[config.mk]
export PLATFORM = sky130hd
export DESIGN_NAME = lpc_front
export DESIGN_NICKNAME = d
export VERILOG_FILES = /design/src/rtl/core/lpc_pkg.sv /design/src/rtl/core/lpc_front.sv
export SDC_FILE = /design/constraint.sdc
export NUM_CORES = 1
export LEC_CHECK = 0
export BUFFER_PORTS_ARGS = -buffer_cell sky130_fd_sc_hd__buf_2
export CORE_MARGIN = 2
export CORE_UTILIZATION = 35
export DETAILED_ROUTE_END_ITERATION = 7
export SLEW_MARGIN = 15
export SYNTH_ARGS = -nofsm -noshare
export SYNTH_HDL_FRONTEND = slang
export SYNTH_SLANG_ARGS = --single-unit
[constraint.sdc]
create_clock -name clk -period 2.7 [get_ports clk]
set_input_delay 0.135 -clock clk [delete_from_list [all_inputs] [get_ports clk]]
set_output_delay 0.135 -clock clk [all_outputs]
set_load 0.05 [all_outputs]
[src/rtl/core/lpc_pkg.sv]
`default_nettype none
// ----------------------------------------------------------------------------
// lpc_pkg
// Shared types, constants and AES helper functions for the payload cipher.
// ----------------------------------------------------------------------------
package lpc_pkg;

    localparam int unsigned MAX_BLOCKS = 255;
    localparam int unsigned POS_W      = 13;
    localparam logic [POS_W-1:0] POS_LIMIT = POS_W'(MAX_BLOCKS * 16);
    localparam int unsigned Q_DEPTH    = 4;
    localparam int unsigned Q_AW       = $clog2(Q_DEPTH);
    localparam int unsigned CFG_IDX_W  = 2;
    localparam int unsigned CFG_DATA_W = 64;

    localparam logic [CFG_IDX_W-1:0] REG_KEY_HIGH = 2'd0;
    localparam logic [CFG_IDX_W-1:0] REG_KEY_LOW  = 2'd1;
    localparam logic [CFG_IDX_W-1:0] REG_DEV_ADDR = 2'd2;

    localparam logic [7:0] A_FLAG   = 8'h01;
    localparam logic [3:0] LAST_RND = 4'd10;

    typedef struct packed {
        logic [7:0]  data_in;
        logic        frame_start;
        logic [31:0] frame_count;
        logic        link_direction;
        logic        frame_end;
    } in_item_t;

    typedef struct packed {
        logic [7:0] data_out;
        logic       end_of_frame;
        logic       too_long;
    } out_item_t;

    // classified byte handed from front to back
    typedef struct packed {
        logic [7:0]  data;
        logic        frame_end;
        logic        too_long;
        logic        need_ks;
        logic [3:0]  idx;
        logic [7:0]  block_num;
        logic [31:0] counter;
        logic        dir;
    } entry_t;

    typedef struct packed {
        logic         start;
        logic [127:0] block;
    } aes_req_t;

    typedef struct packed {
        logic         busy;
        logic         done;
        logic [127:0] result;
    } aes_rsp_t;

    typedef struct packed {
        logic waiting;
        logic ks_fresh;
    } back_status_t;

    localparam logic [7:0] SBOX [256] = '{
        8'h63,8'h7c,8'h77,8'h7b,8'hf2,8'h6b,8'h6f,8'hc5,8'h30,8'h01,8'h67,8'h2b,8'hfe,8'hd7,8'hab,8'h76,
        8'hca,8'h82,8'hc9,8'h7d,8'hfa,8'h59,8'h47,8'hf0,8'had,8'hd4,8'ha2,8'haf,8'h9c,8'ha4,8'h72,8'hc0,
        8'hb7,8'hfd,8'h93,8'h26,8'h36,8'h3f,8'hf7,8'hcc,8'h34,8'ha5,8'he5,8'hf1,8'h71,8'hd8,8'h31,8'h15,
        8'h04,8'hc7,8'h23,8'hc3,8'h18,8'h96,8'h05,8'h9a,8'h07,8'h12,8'h80,8'he2,8'heb,8'h27,8'hb2,8'h75,
        8'h09,8'h83,8'h2c,8'h1a,8'h1b,8'h6e,8'h5a,8'ha0,8'h52,8'h3b,8'hd6,8'hb3,8'h29,8'he3,8'h2f,8'h84,
        8'h53,8'hd1,8'h00,8'hed,8'h20,8'hfc,8'hb1,8'h5b,8'h6a,8'hcb,8'hbe,8'h39,8'h4a,8'h4c,8'h58,8'hcf,
        8'hd0,8'hef,8'haa,8'hfb,8'h43,8'h4d,8'h33,8'h85,8'h45,8'hf9,8'h02,8'h7f,8'h50,8'h3c,8'h9f,8'ha8,
        8'h51,8'ha3,8'h40,8'h8f,8'h92,8'h9d,8'h38,8'hf5,8'hbc,8'hb6,8'hda,8'h21,8'h10,8'hff,8'hf3,8'hd2,
        8'hcd,8'h0c,8'h13,8'hec,8'h5f,8'h97,8'h44,8'h17,8'hc4,8'ha7,8'h7e,8'h3d,8'h64,8'h5d,8'h19,8'h73,
        8'h60,8'h81,8'h4f,8'hdc,8'h22,8'h2a,8'h90,8'h88,8'h46,8'hee,8'hb8,8'h14,8'hde,8'h5e,8'h0b,8'hdb,
        8'he0,8'h32,8'h3a,8'h0a,8'h49,8'h06,8'h24,8'h5c,8'hc2,8'hd3,8'hac,8'h62,8'h91,8'h95,8'he4,8'h79,
        8'he7,8'hc8,8'h37,8'h6d,8'h8d,8'hd5,8'h4e,8'ha9,8'h6c,8'h56,8'hf4,8'hea,8'h65,8'h7a,8'hae,8'h08,
        8'hba,8'h78,8'h25,8'h2e,8'h1c,8'ha6,8'hb4,8'hc6,8'he8,8'hdd,8'h74,8'h1f,8'h4b,8'hbd,8'h8b,8'h8a,
        8'h70,8'h3e,8'hb5,8'h66,8'h48,8'h03,8'hf6,8'h0e,8'h61,8'h35,8'h57,8'hb9,8'h86,8'hc1,8'h1d,8'h9e,
        8'he1,8'hf8,8'h98,8'h11,8'h69,8'hd9,8'h8e,8'h94,8'h9b,8'h1e,8'h87,8'he9,8'hce,8'h55,8'h28,8'hdf,
        8'h8c,8'ha1,8'h89,8'h0d,8'hbf,8'he6,8'h42,8'h68,8'h41,8'h99,8'h2d,8'h0f,8'hb0,8'h54,8'hbb,8'h16
    };

    function automatic logic [7:0] gf_double(input logic [7:0] x);
        gf_double = {x[6:0], 1'b0} ^ (x[7] ? 8'h1b : 8'h00);
    endfunction

    // byte 0 sits in the top bits
    function automatic logic [7:0] get_byte(input logic [127:0] v, input logic [3:0] i);
        get_byte = v[8'(127 - 8 * i) -: 8];
    endfunction

    function automatic logic [127:0] key_expand(input logic [127:0] rk, input logic [7:0] rcon);
        logic [31:0] w;
        logic [31:0] n0, n1, n2, n3;
        w  = {SBOX[rk[23:16]] ^ rcon, SBOX[rk[15:8]], SBOX[rk[7:0]], SBOX[rk[31:24]]};
        n0 = rk[127:96] ^ w;
        n1 = rk[95:64] ^ n0;
        n2 = rk[63:32] ^ n1;
        n3 = rk[31:0] ^ n2;
        key_expand = {n0, n1, n2, n3};
    endfunction

    function automatic logic [127:0] aes_round(input logic [127:0] s, input logic [127:0] rk,
                                               input logic last);
        logic [7:0] sb [16];
        logic [7:0] t  [16];
        logic [7:0] a0, a1, a2, a3, all;
        logic [127:0] r;
        for (int rr = 0; rr < 4; rr++)
            for (int c = 0; c < 4; c++)
                sb[rr + 4 * c] = SBOX[get_byte(s, 4'(rr + 4 * ((c + rr) % 4)))];
        for (int c = 0; c < 4; c++)
        begin
            a0 = sb[4 * c];
            a1 = sb[4 * c + 1];
            a2 = sb[4 * c + 2];
            a3 = sb[4 * c + 3];
            all = a0 ^ a1 ^ a2 ^ a3;
            if (last)
            begin
                t[4 * c] = a0; t[4 * c + 1] = a1; t[4 * c + 2] = a2; t[4 * c + 3] = a3;
            end
            else
            begin
                t[4 * c]     = a0 ^ all ^ gf_double(a0 ^ a1);
                t[4 * c + 1] = a1 ^ all ^ gf_double(a1 ^ a2);
                t[4 * c + 2] = a2 ^ all ^ gf_double(a2 ^ a3);
                t[4 * c + 3] = a3 ^ all ^ gf_double(a3 ^ a0);
            end
        end
        for (int i = 0; i < 16; i++)
            r[127 - 8 * i -: 8] = t[i];
        aes_round = r ^ rk;
    endfunction

endpackage
`default_nettype wire

[src/rtl/core/lpc_front.sv]
`default_nettype none
// ----------------------------------------------------------------------------
// lpc_front
// Tracks frame position and latched counter; classifies each accepted byte.
// ----------------------------------------------------------------------------
module lpc_front
(
    input  wire logic             clk,
    input  wire logic             rst_n,
    input  wire logic             accept,
    input  wire lpc_pkg::in_item_t item,
    output lpc_pkg::entry_t       entry
);
    import lpc_pkg::*;

    logic [POS_W-1:0] pos_reg, pos_next;
    logic [31:0]      cnt_reg, cnt_next;
    logic             dir_reg, dir_next;
    logic [POS_W-1:0] pos;
    logic             over;

    always_comb
    begin
        pos      = item.frame_start ? '0 : pos_reg;
        cnt_next = item.frame_start ? item.frame_count : cnt_reg;
        dir_next = item.frame_start ? item.link_direction : dir_reg;
        over     = (pos >= POS_LIMIT);
        pos_next = over ? POS_LIMIT : pos + 1'b1;

        entry.data      = item.data_in;
        entry.frame_end = item.frame_end;
        entry.too_long  = over;
        entry.need_ks   = !over && (pos[3:0] == 4'd0);
        entry.idx       = pos[3:0];
        entry.block_num = pos[11:4] + 8'd1;
        entry.counter   = cnt_next;
        entry.dir       = dir_next;
    end

    always_ff @(posedge clk or negedge rst_n)
    begin
        if (!rst_n)
        begin
            pos_reg <= '0;
            cnt_reg <= '0;
            dir_reg <= 1'b0;
        end
        else if (accept)
        begin
            pos_reg <= pos_next;
            cnt_reg <= cnt_next;
            dir_reg <= dir_next;
        end
    end

endmodule
`default_nettype wire

* Yosys cells after proc, flatten, opt, wreduce, memory -nomap -nowiden *
Cells that the tools add are included.
W data, S select, Z words.

word-level totals
  bits in registers = 46
  latch bits = 0
  RAM bits = 0
  memory bits (read-only) = 0
  bits of input ports = 46
  memories kept = 0

operators by class
  add/sub/neg operators = 2
  multipliers = 0
  divide/modulo/power cells = 0
  order comparisons = 1
  eq/ne operators = 0
  shifts and indexed selects = 0
  multiplexer cells = 4
  bitwise operators = 0
  reduce and logical (&&, ||, !) cells = 3

operators by type and width
  kind                     number
  $mux W32                 1
  $mux W13                 2
  $add A13 B1 Y13 const B  1
  $ge A13 B12 Y1 const B   1
  $add A8 B1 Y8 const B    1
  $logic_not A4 Y1         1
  $logic_and A1 B1 Y1      1
  $logic_not A1 Y1         1
  $mux W1                  1

* Logic depth before layout (Yosys ltp) *
  word-level depth = 4
  gate-level depth with buffers = 8
  depth with buffers taken out = 6

* Least setup slack after synthesis *
OpenSTA, ideal clock, no wires.

  path type = input port to output port
  start = input item[34] in the netlist's numbering
  end = output entry[45] in the netlist's numbering
  data arrival time = 1992 ps
  data required time = 2565 ps
  path slack = 573 ps
  stages on the path = 8
  path buffers = 2
  cells stage by stage = buf_2 -> buf_2 -> nor2b_1 -> ha_1 -> a22o_1 -> a21oi_4 -> inv_4 -> nor2_1

RTL lines
  what                line             source
  start: declaration  lpc_front.sv:11  input wire lpc_pkg::in_item_t item,
  end: declaration    lpc_front.sv:12  output lpc_pkg::entry_t entry

==> impl_metrics.py <==
metrics = {
    "sta": {
        "clock-skew-final_ps": 5.03,
        "tns_ps": 0,
        "period_minus_slack_ps": 2300,
        "rsz0062_at_grt": "false",
        "final.setup.worst_slack_ps": 399,
        "relSlewSlack_pct": 40.9,
        "hold_violations": 0,
        "fmax_ghz": 0.435,
        "tightest_slew_ps": 885,
        "finalSetupViolations": 0,
        "fin_crit_sh_pct": 85.2,
        "maxSlewViolCount": 0,
    },
    "clock_tree": {
        "cts_setup_buffers": 0,
        "htree_levels": 2,
        "ctsResizeCount": 0,
        "path_clk_slew_ps": 80,
        "cts_made_buffers": 5,
        "clock_sink_count": 46,
        "cts_root_buffer": "clkbuf_8",
        "postCtsHoldBufs": 0,
        "cts_buffer_depth": 2,
        "cts_tree": "yes",
        "clk_latency_ps": 290,
    },
    "logic_synthesis": {
        "syn-cell-area_um2": 2700,
        "synth_area_leaders": "dfrtp_1 (43%), nor2_1 (16%), mux2_2 (14%)",
        "avgSynthCellArea_um2": 8.87,
        "synth_nets": 351,
        "yosysWarningCount": 0,
        "syn_inst": 304,
        "yosys.area.top_type_share_pct": 42.7,
        "ys_ff_latch": 46,
        "yosysSeqAreaShare_pct": 42.7,
        "yosysTopAreaCell": "dfrtp_1",
        "yosysUniqueCellTypes": 46,
    },
    "layout": {
        "diodes": 0,
        "area_growth_pct": 18.8,
        "drive_above_1_share_pct": 37.1,
        "nNetsFinal": 413,
        "seqCellArea_um2": 1150,
        "multiInputGateArea_um2": 1350,
        "layoutNonFillerInstCount": 469,
        "largest_reg_flops": 32,
        "nFillCells": 801,
    },
    "worst_setup_path": {
        "worstSetupPathType": "register to output port",
        "startpoint_type": "register",
        "endpoint_kind": "output port",
        "cp.arrival_ps": 2170,
        "required_ps": 2570,
        "cp_max_fo": 10,
    },
    "run_status": {
        "status": "completed",
    },
    "detailed_routing": {
        "routed_via_density": 4.75,
        "dr.pass1.iters": 4,
        "drt_iter0_drc": 107,
        "ant_nets": 0,
        "drc": 0,
        "wl_per_cell_um": 12.5,
        "wirelength_um": 5850,
        "vias": 2229,
    },
    "global_route": {
        "antenna_found_initial": 0,
        "grt-ovfl-total": 0,
        "grt_max_degree": 55,
        "track_usage_pct": 14.7,
        "first_global_vias": 2211,
        "grt_pass1_wl_um": 10100,
    },
    "floorplan": {
        "die_x_um": 91.8,
        "die_h_um": 91.8,
        "rows": 32,
        "dieArea_um2": 8420,
        "io_pins": 102,
        "core_um2": 7610,
        "start_util_pct": 35.4,
    },
    "worst_hold_path": {
        "hold_path.class": "input port to register",
    },
    "flow_run": {
        "max_cap_violations": 0,
    },
    "place": {
        "place_congestion": 0.763,
        "io_buffers": 83,
        "post-dp-hpwl_um": 3970,
        "place_ws_ps": 615,
        "dp_cells": 460,
    },
    "power": {
        "power_uw": 1910,
        "vdd_drop_max_uv": 231,
        "p_leak_uw": 0.00146,
        "power_density_nw_per_um2": 597,
    },
}
## final cells by class
cell class                      count  share of cell area [%]
Multi-Input combinational cell    222                    42.1
Timing Repair Buffer               87                    14.1
Clock buffer                        8                    3.44
Tap cell                          102                    3.98
Sequential cell                    46                    35.9
Inverter                            4                   0.547
## power by group
group / switching, uW / internal (uW) / total, uW
Clock: 225 / 259 / 484
Sequential: 60.6 / 767 / 828
Combinational: 420 / 180 / 600
## critical path, cell delays in order, from the launching register on
cell     delay, ps
dfrtp_1        440
nor2b_1        170
ha_1           260
a22o_1         250
a21oi_4        320
inv_4           80
nor2_1         110
buf_2          260
## placed cells by master (no fill, tap or decap), types with 2 or more instances in the layout
cell,count
a211oi_1,2
a21oi_1,4
a22o_1,3
buf_2,82
buf_4,4
clkbuf_8,8
dfrtp_1,46
inv_1,2
mux2_2,33
mux2i_1,5
nand2_1,8
nand3_1,5
nand3b_1,2
nand4_1,3
nor2_1,115
nor2b_1,8
nor4_1,2
o21ai_0,2
o221ai_1,4
xor2_1,5
## final timing paths
check | startpoint | endpoint | slack (ps) | cells after the start
setup / recovery | pos_reg[4] | entry[45] | 400 | 7
hold / removal | item[12] | cnt_reg[10] | 200 | 4
setup reg to reg | pos_reg[4] | pos_reg[2] | 860 | 6
hold reg to reg | cnt_reg[21] | cnt_reg[21] | 510 | 2
max in group asynchronous | rst_n | cnt_reg[5] | 1910 | 2
min in group asynchronous | rst_n | pos_reg[3] | 390 | 2
## kinds of logic after synthesis
kind of cell,after synthesis,share of synthesized area [%]
simple gates,154,25.2
flops,46,42.7
fa+ha+maj,1,0.464
compound gates,23,6.78
xor+xnor,6,1.95
mux,38,15.6
buf+inv,36,7.33
## synth_stat cells, drive strengths merged
master   number
nor2        115
dfrtp        46
mux2         33
buf          23
clkbuf        9
nand2         8
nor2b         8
a21oi         5
mux2i         5
nand3         5
xor2          5
inv           4
o221ai        4
a22o          3
nand4         3
nor4          3
a211oi        2
and2          2
and4b         2
nand3b        2
o21ai         2
a31oi         1
and4          1
ha            1
nand2b        1
nand4b        1
nor3          1
o211ai        1
o21a          1
o22ai         1
o2bb2ai       1
o31ai         1
o32ai         1
or2           1
or4           1
xnor2         1
## metrics by stage
step | util, % | hold WS, ps | instance area, um^2
final | 42.1 | 196 | 3200
after global placement | 40.5 | 270 | 3080
after floorplan | - | -161 | 2700
after CTS | 42.0 | 74.1 | 3190
after global routing | 42.1 | 215 | 3200
after detailed placement | 40.5 | 270 | 3080
## routing by layer
metal	GRT usage, %	vias to the layer above	part of all wire (%)	wire [um]
met3	2.88	4	5.6	327
li1	-	1118	-	-
met4	3.98	0	0.72	42
met5	0	-	0	0
met1	19.5	1037	48	2800
met2	24.6	70	46	2680
No activity file was read; power rests on OpenSTA's default activity.
