### config.mk
export PLATFORM = sky130hd
export DESIGN_NAME = lpc_fifo
export DESIGN_NICKNAME = d
export VERILOG_FILES = /design/src/rtl/core/lpc_pkg.sv /design/src/rtl/core/lpc_fifo.sv
export SDC_FILE = /design/constraint.sdc
export NUM_CORES = 1
export LEC_CHECK = 0
export BUFFER_PORTS_ARGS = -buffer_cell sky130_fd_sc_hd__buf_2
export CAP_MARGIN = 40
export CORE_UTILIZATION = 50
export CTS_CLUSTER_SIZE = 24
export DETAILED_ROUTE_END_ITERATION = 7
export PLACE_DENSITY = 0.81
export SLEW_MARGIN = 20
export SYNTH_ARGS = -nofsm -noshare
export SYNTH_HDL_FRONTEND = slang
export SYNTH_SLANG_ARGS = --single-unit
### constraint.sdc
create_clock -name clk -period 3.9 [get_ports clk]
set_input_delay 0.39 -clock clk [delete_from_list [all_inputs] [get_ports clk]]
set_output_delay 0.39 -clock clk [all_outputs]
set_load 0.03 [all_outputs]
### src/rtl/core/lpc_pkg.sv
`default_nettype none
// ----------------------------------------------------------------------------
// lpc_pkg
// Shared types, constants and AES helper functions for the payload cipher.
// ----------------------------------------------------------------------------
package lpc_pkg;

    localparam int unsigned MAX_BLOCKS = 255;
    localparam int unsigned POS_W      = 13;
    localparam logic [POS_W-1:0] POS_LIMIT = POS_W'(MAX_BLOCKS * 16);
    localparam int unsigned Q_DEPTH    = 4;
    localparam int unsigned Q_AW       = $clog2(Q_DEPTH);
    localparam int unsigned CFG_IDX_W  = 2;
    localparam int unsigned CFG_DATA_W = 64;

    localparam logic [CFG_IDX_W-1:0] REG_KEY_HIGH = 2'd0;
    localparam logic [CFG_IDX_W-1:0] REG_KEY_LOW  = 2'd1;
    localparam logic [CFG_IDX_W-1:0] REG_DEV_ADDR = 2'd2;

    localparam logic [7:0] A_FLAG   = 8'h01;
    localparam logic [3:0] LAST_RND = 4'd10;

    typedef struct packed {
        logic [7:0]  data_in;
        logic        frame_start;
        logic [31:0] frame_count;
        logic        link_direction;
        logic        frame_end;
    } in_item_t;

    typedef struct packed {
        logic [7:0] data_out;
        logic       end_of_frame;
        logic       too_long;
    } out_item_t;

    // classified byte handed from front to back
    typedef struct packed {
        logic [7:0]  data;
        logic        frame_end;
        logic        too_long;
        logic        need_ks;
        logic [3:0]  idx;
        logic [7:0]  block_num;
        logic [31:0] counter;
        logic        dir;
    } entry_t;

    typedef struct packed {
        logic         start;
        logic [127:0] block;
    } aes_req_t;

    typedef struct packed {
        logic         busy;
        logic         done;
        logic [127:0] result;
    } aes_rsp_t;

    typedef struct packed {
        logic waiting;
        logic ks_fresh;
    } back_status_t;

    localparam logic [7:0] SBOX [256] = '{
        8'h63,8'h7c,8'h77,8'h7b,8'hf2,8'h6b,8'h6f,8'hc5,8'h30,8'h01,8'h67,8'h2b,8'hfe,8'hd7,8'hab,8'h76,
        8'hca,8'h82,8'hc9,8'h7d,8'hfa,8'h59,8'h47,8'hf0,8'had,8'hd4,8'ha2,8'haf,8'h9c,8'ha4,8'h72,8'hc0,
        8'hb7,8'hfd,8'h93,8'h26,8'h36,8'h3f,8'hf7,8'hcc,8'h34,8'ha5,8'he5,8'hf1,8'h71,8'hd8,8'h31,8'h15,
        8'h04,8'hc7,8'h23,8'hc3,8'h18,8'h96,8'h05,8'h9a,8'h07,8'h12,8'h80,8'he2,8'heb,8'h27,8'hb2,8'h75,
        8'h09,8'h83,8'h2c,8'h1a,8'h1b,8'h6e,8'h5a,8'ha0,8'h52,8'h3b,8'hd6,8'hb3,8'h29,8'he3,8'h2f,8'h84,
        8'h53,8'hd1,8'h00,8'hed,8'h20,8'hfc,8'hb1,8'h5b,8'h6a,8'hcb,8'hbe,8'h39,8'h4a,8'h4c,8'h58,8'hcf,
        8'hd0,8'hef,8'haa,8'hfb,8'h43,8'h4d,8'h33,8'h85,8'h45,8'hf9,8'h02,8'h7f,8'h50,8'h3c,8'h9f,8'ha8,
        8'h51,8'ha3,8'h40,8'h8f,8'h92,8'h9d,8'h38,8'hf5,8'hbc,8'hb6,8'hda,8'h21,8'h10,8'hff,8'hf3,8'hd2,
        8'hcd,8'h0c,8'h13,8'hec,8'h5f,8'h97,8'h44,8'h17,8'hc4,8'ha7,8'h7e,8'h3d,8'h64,8'h5d,8'h19,8'h73,
        8'h60,8'h81,8'h4f,8'hdc,8'h22,8'h2a,8'h90,8'h88,8'h46,8'hee,8'hb8,8'h14,8'hde,8'h5e,8'h0b,8'hdb,
        8'he0,8'h32,8'h3a,8'h0a,8'h49,8'h06,8'h24,8'h5c,8'hc2,8'hd3,8'hac,8'h62,8'h91,8'h95,8'he4,8'h79,
        8'he7,8'hc8,8'h37,8'h6d,8'h8d,8'hd5,8'h4e,8'ha9,8'h6c,8'h56,8'hf4,8'hea,8'h65,8'h7a,8'hae,8'h08,
        8'hba,8'h78,8'h25,8'h2e,8'h1c,8'ha6,8'hb4,8'hc6,8'he8,8'hdd,8'h74,8'h1f,8'h4b,8'hbd,8'h8b,8'h8a,
        8'h70,8'h3e,8'hb5,8'h66,8'h48,8'h03,8'hf6,8'h0e,8'h61,8'h35,8'h57,8'hb9,8'h86,8'hc1,8'h1d,8'h9e,
        8'he1,8'hf8,8'h98,8'h11,8'h69,8'hd9,8'h8e,8'h94,8'h9b,8'h1e,8'h87,8'he9,8'hce,8'h55,8'h28,8'hdf,
        8'h8c,8'ha1,8'h89,8'h0d,8'hbf,8'he6,8'h42,8'h68,8'h41,8'h99,8'h2d,8'h0f,8'hb0,8'h54,8'hbb,8'h16
    };

    function automatic logic [7:0] gf_double(input logic [7:0] x);
        gf_double = {x[6:0], 1'b0} ^ (x[7] ? 8'h1b : 8'h00);
    endfunction

    // byte 0 sits in the top bits
    function automatic logic [7:0] get_byte(input logic [127:0] v, input logic [3:0] i);
        get_byte = v[8'(127 - 8 * i) -: 8];
    endfunction

    function automatic logic [127:0] key_expand(input logic [127:0] rk, input logic [7:0] rcon);
        logic [31:0] w;
        logic [31:0] n0, n1, n2, n3;
        w  = {SBOX[rk[23:16]] ^ rcon, SBOX[rk[15:8]], SBOX[rk[7:0]], SBOX[rk[31:24]]};
        n0 = rk[127:96] ^ w;
        n1 = rk[95:64] ^ n0;
        n2 = rk[63:32] ^ n1;
        n3 = rk[31:0] ^ n2;
        key_expand = {n0, n1, n2, n3};
    endfunction

    function automatic logic [127:0] aes_round(input logic [127:0] s, input logic [127:0] rk,
                                               input logic last);
        logic [7:0] sb [16];
        logic [7:0] t  [16];
        logic [7:0] a0, a1, a2, a3, all;
        logic [127:0] r;
        for (int rr = 0; rr < 4; rr++)
            for (int c = 0; c < 4; c++)
                sb[rr + 4 * c] = SBOX[get_byte(s, 4'(rr + 4 * ((c + rr) % 4)))];
        for (int c = 0; c < 4; c++)
        begin
            a0 = sb[4 * c];
            a1 = sb[4 * c + 1];
            a2 = sb[4 * c + 2];
            a3 = sb[4 * c + 3];
            all = a0 ^ a1 ^ a2 ^ a3;
            if (last)
            begin
                t[4 * c] = a0; t[4 * c + 1] = a1; t[4 * c + 2] = a2; t[4 * c + 3] = a3;
            end
            else
            begin
                t[4 * c]     = a0 ^ all ^ gf_double(a0 ^ a1);
                t[4 * c + 1] = a1 ^ all ^ gf_double(a1 ^ a2);
                t[4 * c + 2] = a2 ^ all ^ gf_double(a2 ^ a3);
                t[4 * c + 3] = a3 ^ all ^ gf_double(a3 ^ a0);
            end
        end
        for (int i = 0; i < 16; i++)
            r[127 - 8 * i -: 8] = t[i];
        aes_round = r ^ rk;
    endfunction

endpackage
`default_nettype wire

### src/rtl/core/lpc_fifo.sv
`default_nettype none
// ----------------------------------------------------------------------------
// lpc_fifo
// Short queue of classified bytes between front and back.
// ----------------------------------------------------------------------------
module lpc_fifo
(
    input  wire logic            clk,
    input  wire logic            rst_n,
    input  wire logic            wr,
    input  wire lpc_pkg::entry_t wdata,
    output logic                 full,
    input  wire logic            rd,
    output lpc_pkg::entry_t      rdata,
    output logic                 empty
);
    import lpc_pkg::*;

    entry_t          mem [Q_DEPTH];
    logic [Q_AW:0]   wp_reg, rp_reg;

    assign empty = (wp_reg == rp_reg);
    assign full  = (wp_reg[Q_AW-1:0] == rp_reg[Q_AW-1:0]) && (wp_reg[Q_AW] != rp_reg[Q_AW]);
    assign rdata = mem[rp_reg[Q_AW-1:0]];

    always_ff @(posedge clk)
    begin
        if (wr && !full)
            mem[wp_reg[Q_AW-1:0]] <= wdata;
    end

    always_ff @(posedge clk or negedge rst_n)
    begin
        if (!rst_n)
        begin
            wp_reg <= '0;
            rp_reg <= '0;
        end
        else
        begin
            if (wr && !full)
                wp_reg <= wp_reg + 1'b1;
            if (rd && !empty)
                rp_reg <= rp_reg + 1'b1;
        end
    end

endmodule
`default_nettype wire

Word-level counts from Yosys, hierarchy flattened

Memories as Yosys holds them, arrays and structs flattened.
Cells that the tools add are included.

Flip-flop bits (word level): 6
Bits in writable memories: 224
Output and inout bits: 58
Word-level logic and storage cells: 15
Memories kept: 1

$add $sub $neg: 2
Eq/ne operators: 3
Muxes and demuxes: 2
Reduce and logical (&&, ||, !) cells: 5

Memory list:

| memory | words | width | read ports | clocked after memory_dff | write ports | line           | text |
|---|---|---|---|---|---|---|---|
| mem    | 4     | 56    | 1          | 0                        | 1           | lpc_fifo.sv:19 | `entry_t mem [Q_DEPTH];` |

Operators with widths:

| kind                                        | count |
|---|---|
| adder 3 x 1 -> 3 bit, second input constant | 2 |
| == test 3 bit                               | 1 |
| logical AND 1 bit                           | 3 |
| == test 2 bit                               | 1 |
| zero test 1 bit                             | 2 |
| two-way mux 1 bit                           | 2 |
| inequality test 1 bit                       | 1 |

Longest topological paths before layout

Word-level depth: 6
Gate-level depth with buffers: 5
Gate-level depth less buffers: 5

Worst setup path after synthesis

OpenSTA, ideal clock, no wires.

Path kind: flip-flop to flip-flop
Start: register wp_reg[0]
End: memory mem[3][0] (netlist name) (enable)
Setup time: 441 ps
Data arrival time: 2552 ps
Setup slack: 907 ps
Stages on the path, launching flop included: 3
Path buffers: 0
Period minus slack after synthesis: 2993 ps
Cell sequence: dfrtp_1 -> xnor2_1 -> a31oi_2

Longest elaborated chain between the ends: 6

RTL lines:

| item                                    | line           | text |
|---|---|---|
| start: declaration                      | lpc_fifo.sv:20 | `logic [Q_AW:0] wp_reg, rp_reg;` |
| start signal: assignment                | lpc_fifo.sv:42 | `wp_reg <= wp_reg + 1'b1;` |
| == test 2 bit                           | lpc_fifo.sv:23 | `assign full = (wp_reg[Q_AW-1:0] == rp_reg[Q_AW-1:0]) && (wp_reg[Q_AW] != rp_reg[Q_AW]);` |
| logical AND 1 bit                       | lpc_fifo.sv:23 |  |
| zero test 1 bit                         | lpc_fifo.sv:28 | `if (wr && !full)` |
| logical AND 1 bit                       | lpc_fifo.sv:28 |  |
| two-way mux 1 bit                       | lpc_fifo.sv:28 |  |
| two-way mux 1 bit (implied by the code) | lpc_fifo.sv:29 | `mem[wp_reg[Q_AW-1:0]] <= wdata;` |
| end: declaration                        | lpc_fifo.sv:19 |  |

Parallel ways exist; a longest one is shown, timed or not.

==> results.toml <==
[layout]
largest_reg_flops = 224
drive_gt1_share_pct = 44.2
area_growth_pct = 18.6
final_nets = 544
finalCoreUtilization_pct = 61.1
final_cells = 717

[clocking]
cts_max_level = 1
root_buffer = "clkbuf_16"
cts_sinks = 230
cts_buffers = 23
post_cts_buffers = 0
cts_tree = "built"
post_cts_resized = 0
path_clk_slew_ns = 0.06
hold_buffers = 1
max-clock-path-buffers = 3
clock_latency_ns = 0.50

[pwr]
total_leakage_power_uw = 0.00346
p_comb_share_pct = 32.9
swShare_pct = 33.8
ir_drop_v = 0.000426
power_density_nw_per_um2 = 823
clkPwrFrac_pct = 24.7
p_sw_uw = 2830
p_seq_share_pct = 42.4
power.internal_uw = 5540

[placement]
dp_hpwl_um = 9190
placed_cells = 673
gp_routability_congestion = 0.783
io_buffers = 117

[yosys]
syn_area_um2 = 8570
syn_nets = 407
synthCells = 342
yosysSeqAreaShare_pct = 80.2
synth_warnings = 0
syn_avg_cell_area_um2 = 25.1
synth_seq_cells = 230
yosysUniqueCellTypes = 24

[detailed_routing]
wire_per_inst_um = 21.1
drt_iter0_drc = 195
via_per_inst = 5.47
route.detailed.drc = 0
ant_nets = 0
routed_wl_um = 15100
via_count = 3923
first_pass_iters = 4

[sta]
finalHoldViolations = 0
setup_tns_ns = 0
clock.fmax_mhz = 314
setup_viol = 0
drv_slew = 0
max_slew_margin_pct = 48.6
min_period_ns = 3.19
period_share_pct = 81.7
skew_ns = 0.00909
rsz0062_at_grt = "no"
worst_slew_pin_slew_ns = 0.772

[global_routing]
use_met3_pct = 3.30
grt_pass1_vias = 4165
grt_pass1_wl_um = 23300
grt-ovfl-total = 0
grt-busiest-layer = "met2"
antenna_found_initial = 0
grt_max_degree = 45
use_met1_pct = 22.3
grtUsageMet2_pct = 31.2
grt.total_usage_pct = 17.7

[die]
die_area_um2 = 17700
ios = 118
fp.dieW_um = 133
initial_utilization_pct = 51.5
coreArea_um2 = 16600
num_rows = 47
die_h_um = 133

[critical_path]
crit_path_end_kind = "output port"
worstPathRequired_ns = 3.51
crit_type = "reg -> out"
critPathMaxFanout = 38
cp.arrival_ns = 2.80
start_kind = "flip-flop"

[min_path]
hold_class = "in -> reg"

[job]
max_cap_violations = 0

[status]
run_status = "finished clean"
metal layers:
metal	vias up	routed length, µm
met4	0	302
li1	1738	-
met5	-	0
met3	27	821
met2	119	7940
met1	2039	6050
cells in the mapped netlist:
cell type  number  area share (%)
a211oi_1        2            0.18
a21boi_0        1           0.088
a21oi_1         4            0.23
a31oi_2         1            0.15
and3_1          3            0.22
buf_12          1            0.23
buf_2           5            0.29
buf_4           1           0.088
buf_6           3            0.39
clkbuf_1        4            0.18
dfrtp_1         6             1.8
edfxtp_1      224              78
ha_1            5            0.73
inv_1           4            0.18
mux4_2         56              15
nand2_1         3            0.13
nand2b_1        2            0.15
nand3_1         1           0.058
nor3_1          2            0.12
o31ai_1         5            0.44
xnor2_1         5            0.51
xor2_1          2            0.20
xor2_2          1            0.19
xor2_4          1            0.32
power by group through the flow:
stage               Sequential [µW]  Clock (µW)  Combinational [µW]
floorplan                      3460           0                2200
global placement               3560           0                2770
detailed placement             3610           0                2800
CTS                            3560        2130                2810
global route                   3610        2200                2930
finish                         3550        2070                2750
per-stage QoR:
stage / setup slack, ns / total power (µW) / hold slack (ns) / area (µm²)
after detailed placement: 1.16 / 6410 / 0.226 / 9430
after global routing: 0.520 / 8740 / 0.0904 / 10200
final: 0.713 / 8370 / 0.105 / 10200
after floorplan: 0.907 / 5670 / 0.0944 / 8570
after global placement: 1.17 / 6330 / 0.225 / 9430
after CTS: 0.617 / 8500 / 0.0840 / 10200
layout make-up:
type / count / area, µm²
Sequential cell: 230 / 6880
Tap cell: 220 / 275
Timing Repair Buffer: 126 / 681
Antenna cell: 1 / 2.50
Clock inverter: 13 / 121
Clock buffer: 29 / 598
Fill cell: 1162 / 6480
Multi-Input combinational cell: 94 / 1590
Inverter: 4 / 15.0
layout by cell type (no fill, tap or decap), drive strengths merged, types with 4 or more instances in the layout:
cell / synthesis / routed
ha: 5 / 5
mux4: 56 / 56
xnor2: 5 / 5
dfrtp: 6 / 6
o31ai: 5 / 5
clkinv: 0 / 8
edfxtp: 224 / 224
clkbuf: 4 / 29
inv: 4 / 6
xor2: 4 / 4
buf: 10 / 125
a21oi: 4 / 4
critical path, stage by stage (launching register included):
cell and delay (ns):
dfrtp_4 0.73, buf_4 0.67, mux4_2 0.61, buf_2 0.20
cells by family after synthesis:
| logic type | synth area share [%] |
|---|---|
| flip-flops | 80.2 |
| XOR/XNOR | 1.23 |
| AND/OR/NAND/NOR | 0.671 |
| buffers and inverters | 1.36 |
| multiplexers | 14.7 |
| adder cells (fa/ha/maj) | 0.730 |
| AO/OA/AOI/OAI | 1.08 |
final timing paths:
kind / start / endpoint / slack [ns] / cells after the start
min: wdata[36] / mem[0][36] / 0.10 / 1
max reg2reg: rp_reg[0] / mem[2][47] / 1.38 / 4
min reg2reg: wp_reg[2] / wp_reg[2] / 0.61 / 1
min in group asynchronous: rst_n / wp_reg[0] / 0.25 / 2
max: rp_reg[0] / rdata[43] / 0.71 / 3
max in group asynchronous: rst_n / rp_reg[0] / 3.48 / 2
No activity file was read; power rests on OpenSTA's default activity.
