[config.mk]
export PLATFORM = sky130hd
export DESIGN_NAME = lpc_back
export DESIGN_NICKNAME = d
export VERILOG_FILES = /design/src/rtl/core/lpc_pkg.sv /design/src/rtl/core/lpc_back.sv
export SDC_FILE = /design/constraint.sdc
export NUM_CORES = 1
export LEC_CHECK = 0
export BUFFER_PORTS_ARGS = -buffer_cell sky130_fd_sc_hd__buf_2
export CAP_MARGIN = 5
export CORE_ASPECT_RATIO = 0.7
export CORE_MARGIN = 10
export CORE_UTILIZATION = 42
export DETAILED_ROUTE_END_ITERATION = 10
export GPL_ROUTABILITY_DRIVEN = 0
export HOLD_SLACK_MARGIN = 0.03
export PLACE_DENSITY_LB_ADDON = 0.08
export SYNTH_ARGS = -nofsm -noshare
export SYNTH_HDL_FRONTEND = slang
export SYNTH_SLANG_ARGS = --single-unit
export TNS_END_PERCENT = 10
[constraint.sdc]
create_clock -name clk -period 1.6 [get_ports clk]
set_input_delay 0.32 -clock clk [delete_from_list [all_inputs] [get_ports clk]]
set_output_delay 0.32 -clock clk [all_outputs]
set_load 0.05 [all_outputs]
[src/rtl/core/lpc_pkg.sv]
`default_nettype none
// ----------------------------------------------------------------------------
// lpc_pkg
// Shared types, constants and AES helper functions for the payload cipher.
// ----------------------------------------------------------------------------
package lpc_pkg;

    localparam int unsigned MAX_BLOCKS = 255;
    localparam int unsigned POS_W      = 13;
    localparam logic [POS_W-1:0] POS_LIMIT = POS_W'(MAX_BLOCKS * 16);
    localparam int unsigned Q_DEPTH    = 4;
    localparam int unsigned Q_AW       = $clog2(Q_DEPTH);
    localparam int unsigned CFG_IDX_W  = 2;
    localparam int unsigned CFG_DATA_W = 64;

    localparam logic [CFG_IDX_W-1:0] REG_KEY_HIGH = 2'd0;
    localparam logic [CFG_IDX_W-1:0] REG_KEY_LOW  = 2'd1;
    localparam logic [CFG_IDX_W-1:0] REG_DEV_ADDR = 2'd2;

    localparam logic [7:0] A_FLAG   = 8'h01;
    localparam logic [3:0] LAST_RND = 4'd10;

    typedef struct packed {
        logic [7:0]  data_in;
        logic        frame_start;
        logic [31:0] frame_count;
        logic        link_direction;
        logic        frame_end;
    } in_item_t;

    typedef struct packed {
        logic [7:0] data_out;
        logic       end_of_frame;
        logic       too_long;
    } out_item_t;

    // classified byte handed from front to back
    typedef struct packed {
        logic [7:0]  data;
        logic        frame_end;
        logic        too_long;
        logic        need_ks;
        logic [3:0]  idx;
        logic [7:0]  block_num;
        logic [31:0] counter;
        logic        dir;
    } entry_t;

    typedef struct packed {
        logic         start;
        logic [127:0] block;
    } aes_req_t;

    typedef struct packed {
        logic         busy;
        logic         done;
        logic [127:0] result;
    } aes_rsp_t;

    typedef struct packed {
        logic waiting;
        logic ks_fresh;
    } back_status_t;

    localparam logic [7:0] SBOX [256] = '{
        8'h63,8'h7c,8'h77,8'h7b,8'hf2,8'h6b,8'h6f,8'hc5,8'h30,8'h01,8'h67,8'h2b,8'hfe,8'hd7,8'hab,8'h76,
        8'hca,8'h82,8'hc9,8'h7d,8'hfa,8'h59,8'h47,8'hf0,8'had,8'hd4,8'ha2,8'haf,8'h9c,8'ha4,8'h72,8'hc0,
        8'hb7,8'hfd,8'h93,8'h26,8'h36,8'h3f,8'hf7,8'hcc,8'h34,8'ha5,8'he5,8'hf1,8'h71,8'hd8,8'h31,8'h15,
        8'h04,8'hc7,8'h23,8'hc3,8'h18,8'h96,8'h05,8'h9a,8'h07,8'h12,8'h80,8'he2,8'heb,8'h27,8'hb2,8'h75,
        8'h09,8'h83,8'h2c,8'h1a,8'h1b,8'h6e,8'h5a,8'ha0,8'h52,8'h3b,8'hd6,8'hb3,8'h29,8'he3,8'h2f,8'h84,
        8'h53,8'hd1,8'h00,8'hed,8'h20,8'hfc,8'hb1,8'h5b,8'h6a,8'hcb,8'hbe,8'h39,8'h4a,8'h4c,8'h58,8'hcf,
        8'hd0,8'hef,8'haa,8'hfb,8'h43,8'h4d,8'h33,8'h85,8'h45,8'hf9,8'h02,8'h7f,8'h50,8'h3c,8'h9f,8'ha8,
        8'h51,8'ha3,8'h40,8'h8f,8'h92,8'h9d,8'h38,8'hf5,8'hbc,8'hb6,8'hda,8'h21,8'h10,8'hff,8'hf3,8'hd2,
        8'hcd,8'h0c,8'h13,8'hec,8'h5f,8'h97,8'h44,8'h17,8'hc4,8'ha7,8'h7e,8'h3d,8'h64,8'h5d,8'h19,8'h73,
        8'h60,8'h81,8'h4f,8'hdc,8'h22,8'h2a,8'h90,8'h88,8'h46,8'hee,8'hb8,8'h14,8'hde,8'h5e,8'h0b,8'hdb,
        8'he0,8'h32,8'h3a,8'h0a,8'h49,8'h06,8'h24,8'h5c,8'hc2,8'hd3,8'hac,8'h62,8'h91,8'h95,8'he4,8'h79,
        8'he7,8'hc8,8'h37,8'h6d,8'h8d,8'hd5,8'h4e,8'ha9,8'h6c,8'h56,8'hf4,8'hea,8'h65,8'h7a,8'hae,8'h08,
        8'hba,8'h78,8'h25,8'h2e,8'h1c,8'ha6,8'hb4,8'hc6,8'he8,8'hdd,8'h74,8'h1f,8'h4b,8'hbd,8'h8b,8'h8a,
        8'h70,8'h3e,8'hb5,8'h66,8'h48,8'h03,8'hf6,8'h0e,8'h61,8'h35,8'h57,8'hb9,8'h86,8'hc1,8'h1d,8'h9e,
        8'he1,8'hf8,8'h98,8'h11,8'h69,8'hd9,8'h8e,8'h94,8'h9b,8'h1e,8'h87,8'he9,8'hce,8'h55,8'h28,8'hdf,
        8'h8c,8'ha1,8'h89,8'h0d,8'hbf,8'he6,8'h42,8'h68,8'h41,8'h99,8'h2d,8'h0f,8'hb0,8'h54,8'hbb,8'h16
    };

    function automatic logic [7:0] gf_double(input logic [7:0] x);
        gf_double = {x[6:0], 1'b0} ^ (x[7] ? 8'h1b : 8'h00);
    endfunction

    // byte 0 sits in the top bits
    function automatic logic [7:0] get_byte(input logic [127:0] v, input logic [3:0] i);
        get_byte = v[8'(127 - 8 * i) -: 8];
    endfunction

    function automatic logic [127:0] key_expand(input logic [127:0] rk, input logic [7:0] rcon);
        logic [31:0] w;
        logic [31:0] n0, n1, n2, n3;
        w  = {SBOX[rk[23:16]] ^ rcon, SBOX[rk[15:8]], SBOX[rk[7:0]], SBOX[rk[31:24]]};
        n0 = rk[127:96] ^ w;
        n1 = rk[95:64] ^ n0;
        n2 = rk[63:32] ^ n1;
        n3 = rk[31:0] ^ n2;
        key_expand = {n0, n1, n2, n3};
    endfunction

    function automatic logic [127:0] aes_round(input logic [127:0] s, input logic [127:0] rk,
                                               input logic last);
        logic [7:0] sb [16];
        logic [7:0] t  [16];
        logic [7:0] a0, a1, a2, a3, all;
        logic [127:0] r;
        for (int rr = 0; rr < 4; rr++)
            for (int c = 0; c < 4; c++)
                sb[rr + 4 * c] = SBOX[get_byte(s, 4'(rr + 4 * ((c + rr) % 4)))];
        for (int c = 0; c < 4; c++)
        begin
            a0 = sb[4 * c];
            a1 = sb[4 * c + 1];
            a2 = sb[4 * c + 2];
            a3 = sb[4 * c + 3];
            all = a0 ^ a1 ^ a2 ^ a3;
            if (last)
            begin
                t[4 * c] = a0; t[4 * c + 1] = a1; t[4 * c + 2] = a2; t[4 * c + 3] = a3;
            end
            else
            begin
                t[4 * c]     = a0 ^ all ^ gf_double(a0 ^ a1);
                t[4 * c + 1] = a1 ^ all ^ gf_double(a1 ^ a2);
                t[4 * c + 2] = a2 ^ all ^ gf_double(a2 ^ a3);
                t[4 * c + 3] = a3 ^ all ^ gf_double(a3 ^ a0);
            end
        end
        for (int i = 0; i < 16; i++)
            r[127 - 8 * i -: 8] = t[i];
        aes_round = r ^ rk;
    endfunction

endpackage
`default_nettype wire

[src/rtl/core/lpc_back.sv]
`default_nettype none
// ----------------------------------------------------------------------------
// lpc_back
// Takes queued bytes, fetches a fresh keystream block when due, XORs bytes
// within the length limit and holds the result in the output register.
// ----------------------------------------------------------------------------
module lpc_back
(
    input  wire logic              clk,
    input  wire logic              rst_n,
    input  wire logic [31:0]       node_addr,
    input  wire lpc_pkg::entry_t   head,
    input  wire logic              q_empty,
    output logic                   q_pop,
    output lpc_pkg::aes_req_t      aes_req,
    input  wire lpc_pkg::aes_rsp_t aes_rsp,
    output lpc_pkg::out_item_t     result,
    output logic                   empty,
    input  wire logic              pop,
    output lpc_pkg::back_status_t  status
);
    import lpc_pkg::*;

    typedef enum logic {ST_IDLE, ST_WAIT} state_t;

    state_t       state_reg;
    logic         fresh_reg;
    logic [127:0] ks_reg;
    out_item_t    out_reg;
    logic         ov_reg;
    logic         need, emit;

    assign need  = head.need_ks && !fresh_reg;
    assign emit  = !q_empty && !need && (state_reg == ST_IDLE) && (!ov_reg || pop);
    assign q_pop = emit;

    assign aes_req.start = !q_empty && need && (state_reg == ST_IDLE);
    assign aes_req.block = {A_FLAG, 32'h0, 7'h0, head.dir,
                            node_addr[7:0], node_addr[15:8], node_addr[23:16], node_addr[31:24],
                            head.counter[7:0], head.counter[15:8],
                            head.counter[23:16], head.counter[31:24],
                            8'h00, head.block_num};

    assign result         = out_reg;
    assign empty          = !ov_reg;
    assign status.waiting = (state_reg == ST_WAIT);
    assign status.ks_fresh = fresh_reg;

    always_ff @(posedge clk)
    begin
        if (emit)
        begin
            out_reg.data_out     <= head.too_long ? head.data
                                                  : head.data ^ get_byte(ks_reg, head.idx);
            out_reg.end_of_frame <= head.frame_end;
            out_reg.too_long     <= head.too_long;
        end
    end

    always_ff @(posedge clk or negedge rst_n)
    begin
        if (!rst_n)
        begin
            state_reg <= ST_IDLE;
            fresh_reg <= 1'b0;
            ov_reg    <= 1'b0;
            ks_reg    <= '0;
        end
        else
        begin
            unique case (state_reg)
                ST_IDLE:
                begin
                    if (aes_req.start)
                        state_reg <= ST_WAIT;
                end
                ST_WAIT:
                begin
                    if (aes_rsp.done)
                    begin
                        ks_reg    <= aes_rsp.result;
                        fresh_reg <= 1'b1;
                        state_reg <= ST_IDLE;
                    end
                end
                default: state_reg <= ST_IDLE;
            endcase
            if (emit)
            begin
                ov_reg <= 1'b1;
                if (head.need_ks)
                    fresh_reg <= 1'b0;
            end
            else if (pop)
                ov_reg <= 1'b0;
        end
    end

endmodule
`default_nettype wire
# Word-level counts from Yosys, hierarchy flattened
# Cells that the tools add are included.
[totals]
reg_bits = 141
latchBits = 0
ram_bits = 0
romBits = 0
in_bits = 222
output_inout_bits = 143
word_cells = 34
n_memories = 0
[classes]
add_sub_neg = 1
mul = 0
div = 0
order_cmp = 0
eq_ne = 0
shifts = 1
mux = 10
n_bitwise = 2
reduce_logical = 13
[op_table]
columns = ["cell", "count"]
rows = [
  ["indexed part select 135 x 9 -> 8 bit", 1],
  ["2-to-1 mux 1 bit", 8],
  ["2-to-1 mux 8 bit", 1],
  ["subtractor 7 x 7 -> 8 bit (first input constant)", 1],
  ["XOR 8 bit", 1],
  ["logical AND 1 bit", 6],
  ["zero test 1 bit", 4],
  ["case mux 1 bit (2 select lines)", 1],
  ["AND reduction 2 bit", 1],
  ["nonzero test 2 bit", 1],
  ["logical OR 1 bit", 1],
  ["NOT 1 bit", 1],
]

# Logic depth before layout (Yosys ltp)
[depth]
depth_word = 7
ltp_mapped = 7
depth_no_buf = 5

# Worst setup path after synthesis
# No wires, ideal clock.
[synth_timing]
kind = "reg2reg"
startpoint = "reg state_reg"
endpoint = "reg out_reg (netlist bit result[0]), enable pin"
setup_ps = 416
t_arrival_ps = 1828
slack_ps = -644
stages_incl_launch_ff = 4
period_less_slack_ps = 2244
cell_sequence = "dfrtp_1 -> nor2_1 -> nand2_1 -> a21oi_1"
[synth_between]
elab_chain_cells = 3
[synth_lines]
columns = ["item", "line", "text"]
rows = [
  ["start: declaration", "lpc_back.sv:26", "state_t state_reg;"],
  ["start signal: assignment", "lpc_back.sv:64", "state_reg <= ST_IDLE;"],
  ["start signal: assignment", "lpc_back.sv:75", "state_reg <= ST_WAIT;"],
  ["start signal: assignment", "lpc_back.sv:83", "state_reg <= ST_IDLE;"],
  ["NOT 1 bit", "--", ""],
  ["logical AND 1 bit (2 in series)", "lpc_back.sv:34", "assign emit = !q_empty && !need && (state_reg == ST_IDLE) && (!ov_reg || pop);"],
  ["net q_pop", "lpc_back.sv:14", "output logic q_pop,"],
  ["end: declaration", "lpc_back.sv:29", "out_item_t out_reg;"],
]
# The timed path passes the listed nets, and every way through them passes these cells.
# A chain may end at the register's enable or synchronous reset.

# Worst setup path after layout
[layout_timing]
startpoint = "reg state_reg"
endpoint = "out q_pop"
[layout_between]
elab_chain_cells = 3
[layout_lines]
columns = ["item", "line"]
rows = [
  ["NOT 1 bit", "--"],
  ["logical AND 1 bit (2 in series)", "lpc_back.sv:34"],
  ["end: declaration", "lpc_back.sv:14"],
]
# No other way between the ends.

==> results.cfg <==
[status]
outcome = finished, violations left
violations = setup timing

[timing]
layout_setup_ws_ns = -0.0527
rsz0062_at_grt = true
fmax_mhz = 605
slew_viol_final = 0
period_share = 1.03
setup_violations = 2
clock_skew_ns = 0.00839
fin_setup_tns_ns = -0.0768
finalHoldViolCount = 0
fin_crit_ns = 1.65

[cells_and_area]
diodes = 0
fin_nets = 911
largest_reg_flops = 128
drive_gt1_frac = 0.405
finalInstanceArea_um2 = 8540
fillers = 1530
areaGrowthSynthToFinish_pct = 15.8

[global_route]
grt_pass1_wl_um = 28900
grtUsageMet1 = 0.222
overflow = 0
top_usage_layer = met2
use_met3 = 0.0599
antenna_found_initial = 0
grt_use_met2 = 0.239
grt_use_total = 0.164
grt_pass1_vias = 4989
grt_start_max_net_pins = 47

[die]
die_area_um2 = 23300
io_pins = 365
die_w_um = 178
core_area_um2 = 17200
start_util = 0.429
placementRows = 40
fp.dieH_um = 131

[hold_path]
hold_class = input port to flip-flop

[pwr]
p_leak_nw = 4.14
finalPower_mw = 14.1
powerDensity_nw_per_um2 = 1660
peakVddDrop_uv = 649

[logic_synthesis]
synth-seq-cells = 141
synth_area_leaders = dfrtp_1, buf_4, mux2_1, mux2i_1, mux2_2
synth.most_common_cell = buf_4
synth_compound_area_frac = 0.0404
ys_warn_count = 0
synth_top_area_share = 0.445
syn_area_per_cell_um2 = 12.8
synth_top_family_by_area = multiplexers
synth_xor_area_frac = 0.00950
syn_area_um2 = 7370
synth_edf_count = 10
synthMuxAreaShare = 0.282
synth_common_cells = buf_4, dfrtp_1, mux2_1, mux2i_1, mux2_2
synthSimpleGateAreaFrac = 0.0187
synth-async-reset-ratio = 0.929
synth.distinct_cells = 27
yosysTopAreaCell = dfrtp_1
synthAdderAreaFrac = 0
seq_area_frac_synth = 0.485
syn_inst = 577
synth_flop_cell = dfrtp_1

[setup_path]
slowest_stage = dfrtp_2
required_ns = 1.28
cp-start-kind = flip-flop
cp_slowest_stage_delay_ns = 0.42
endpoint_kind = primary output
crit_path_max_fanout = 4
worstPathCellList = nor2_1 > nand2_1 > a21oi_2 > buf_6
cp.arrival_ns = 1.33
critical_path_class = flip-flop to primary output

[route]
wl_um = 19900
firstDrtPassIters = 4
via_count = 4546
wl_per_cell_um = 21.3
final_antenna_net_count = 0
drc = 0
drtIter0Drc = 235
via_per_inst = 4.87

[clock_tree]
root_buffer = clkbuf_16
cts-htree-levels = 4
cts_buffers = 17
insertion_delay_ns = 0.41
cts_buffer_depth = 2
path_clk_slew_ns = 0.06
cts.sinks = 141
cts_tree = done

[place]
dpl_cell_area_um2 = 7890
port_buffers = 162
dp_slack_ns = -0.236
hpwl_um = 15600

[run]
maxCapViolations = 0
[layout make-up]
type | instances | area [µm²] | area share
tap | 231 | 289 | 0.0339
sequential | 141 | 3580 | 0.419
multi-input combinational | 327 | 2830 | 0.331
clock buffer | 19 | 453 | 0.0531
timing repair buffer | 199 | 1260 | 0.148
clock inverter | 13 | 113 | 0.0132
inverter | 3 | 11.3 | 0.00132
[stage by stage]
step / instances / utilization / hold WS, ns
final: 933 / 0.497 / 0.0975
after global routing: 933 / 0.497 / 0.0798
after CTS: 932 / 0.495 / 0.0849
after detailed placement: 898 / 0.460 / 0.265
after global placement: 898 / 0.460 / 0.260
after floorplan: 630 / - / 0.0244
[per-layer routing]
| metal | vias to the layer above | wire (µm) |
|---|---|---|
| li1 | 2065 | - |
| met5 | - | 0 |
| met1 | 2236 | 8890 |
| met4 | 0 | 393 |
| met2 | 207 | 8590 |
| met3 | 38 | 2010 |
[layout by cell type (no fill, tap or decap), types with 5 or more instances in the layout]
| cell type | Yosys | final |
|---|---|---|
| buf_2 | 15 | 158 |
| dfrtp_1 | 131 | 130 |
| mux2_1 | 82 | 82 |
| mux2i_1 | 64 | 63 |
| conb_1 | 2 | 55 |
| mux2_2 | 46 | 46 |
| buf_4 | 137 | 26 |
| a22oi_1 | 24 | 24 |
| clkbuf_16 | 0 | 18 |
| a21oi_1 | 11 | 10 |
| edfxtp_1 | 10 | 10 |
| nand2_1 | 10 | 9 |
| buf_12 | 1 | 9 |
| and3_1 | 8 | 8 |
| xnor2_1 | 8 | 8 |
| a31oi_1 | 8 | 7 |
| clkinv_2 | 0 | 5 |
[timing repair]
item | 4_1_cts | 5_1_grt
buffers inserted | 1 | 0
hold endpoints to repair | 39 | 0
hold buffers | 1 | 0
setup endpoints to repair | 2 | 41
gates resized for setup | 6 | 3
cloned | 0 | 1
pin swaps | 0 | 0
[worst max-delay path, delay by kind of cell (launching register included)]
kind / cells / cell delay (ns)
compound gates: 1 / 0.15
buf+inv: 1 / 0.18
flops: 1 / 0.42
simple gates: 2 / 0.17
[logic make-up after synthesis]
group	after synthesis
buf+inv	162
mux	192
compound gates	45
xor+xnor	8
simple gates	27
other cells	2
flops	141
[report_power, final]
part | leakage (nW) | total (mW) | internal (mW) | switching [mW]
sequential | 1.65 | 6.24 | 5.36 | 0.882
combinational | 2.20 | 4.08 | 2.02 | 2.06
clock | 0.284 | 3.81 | 2.23 | 1.58
[worst paths after layout]
kind / slack, ns / cells after the start / from / to
setup reg to reg: 0 / 4 / state_reg$_DFF_PN0_ / ks_reg[59]$_DFFE_PN0P_
max in group asynchronous: 0.60 / 3 / rst_n / ks_reg[15]$_DFFE_PN0P_
hold / removal: 0.1 / 1 / head[47] / result[1]$_DFFE_PP_
min in group asynchronous: 0.39 / 2 / rst_n / ks_reg[25]$_DFFE_PN0P_
setup / recovery: -0.05 / 4 / state_reg$_DFF_PN0_ / q_pop
hold reg to reg: 0.49 / 1 / ks_reg[69]$_DFFE_PN0P_ / ks_reg[69]$_DFFE_PN0P_
Power figures use the tool's default switching activity.
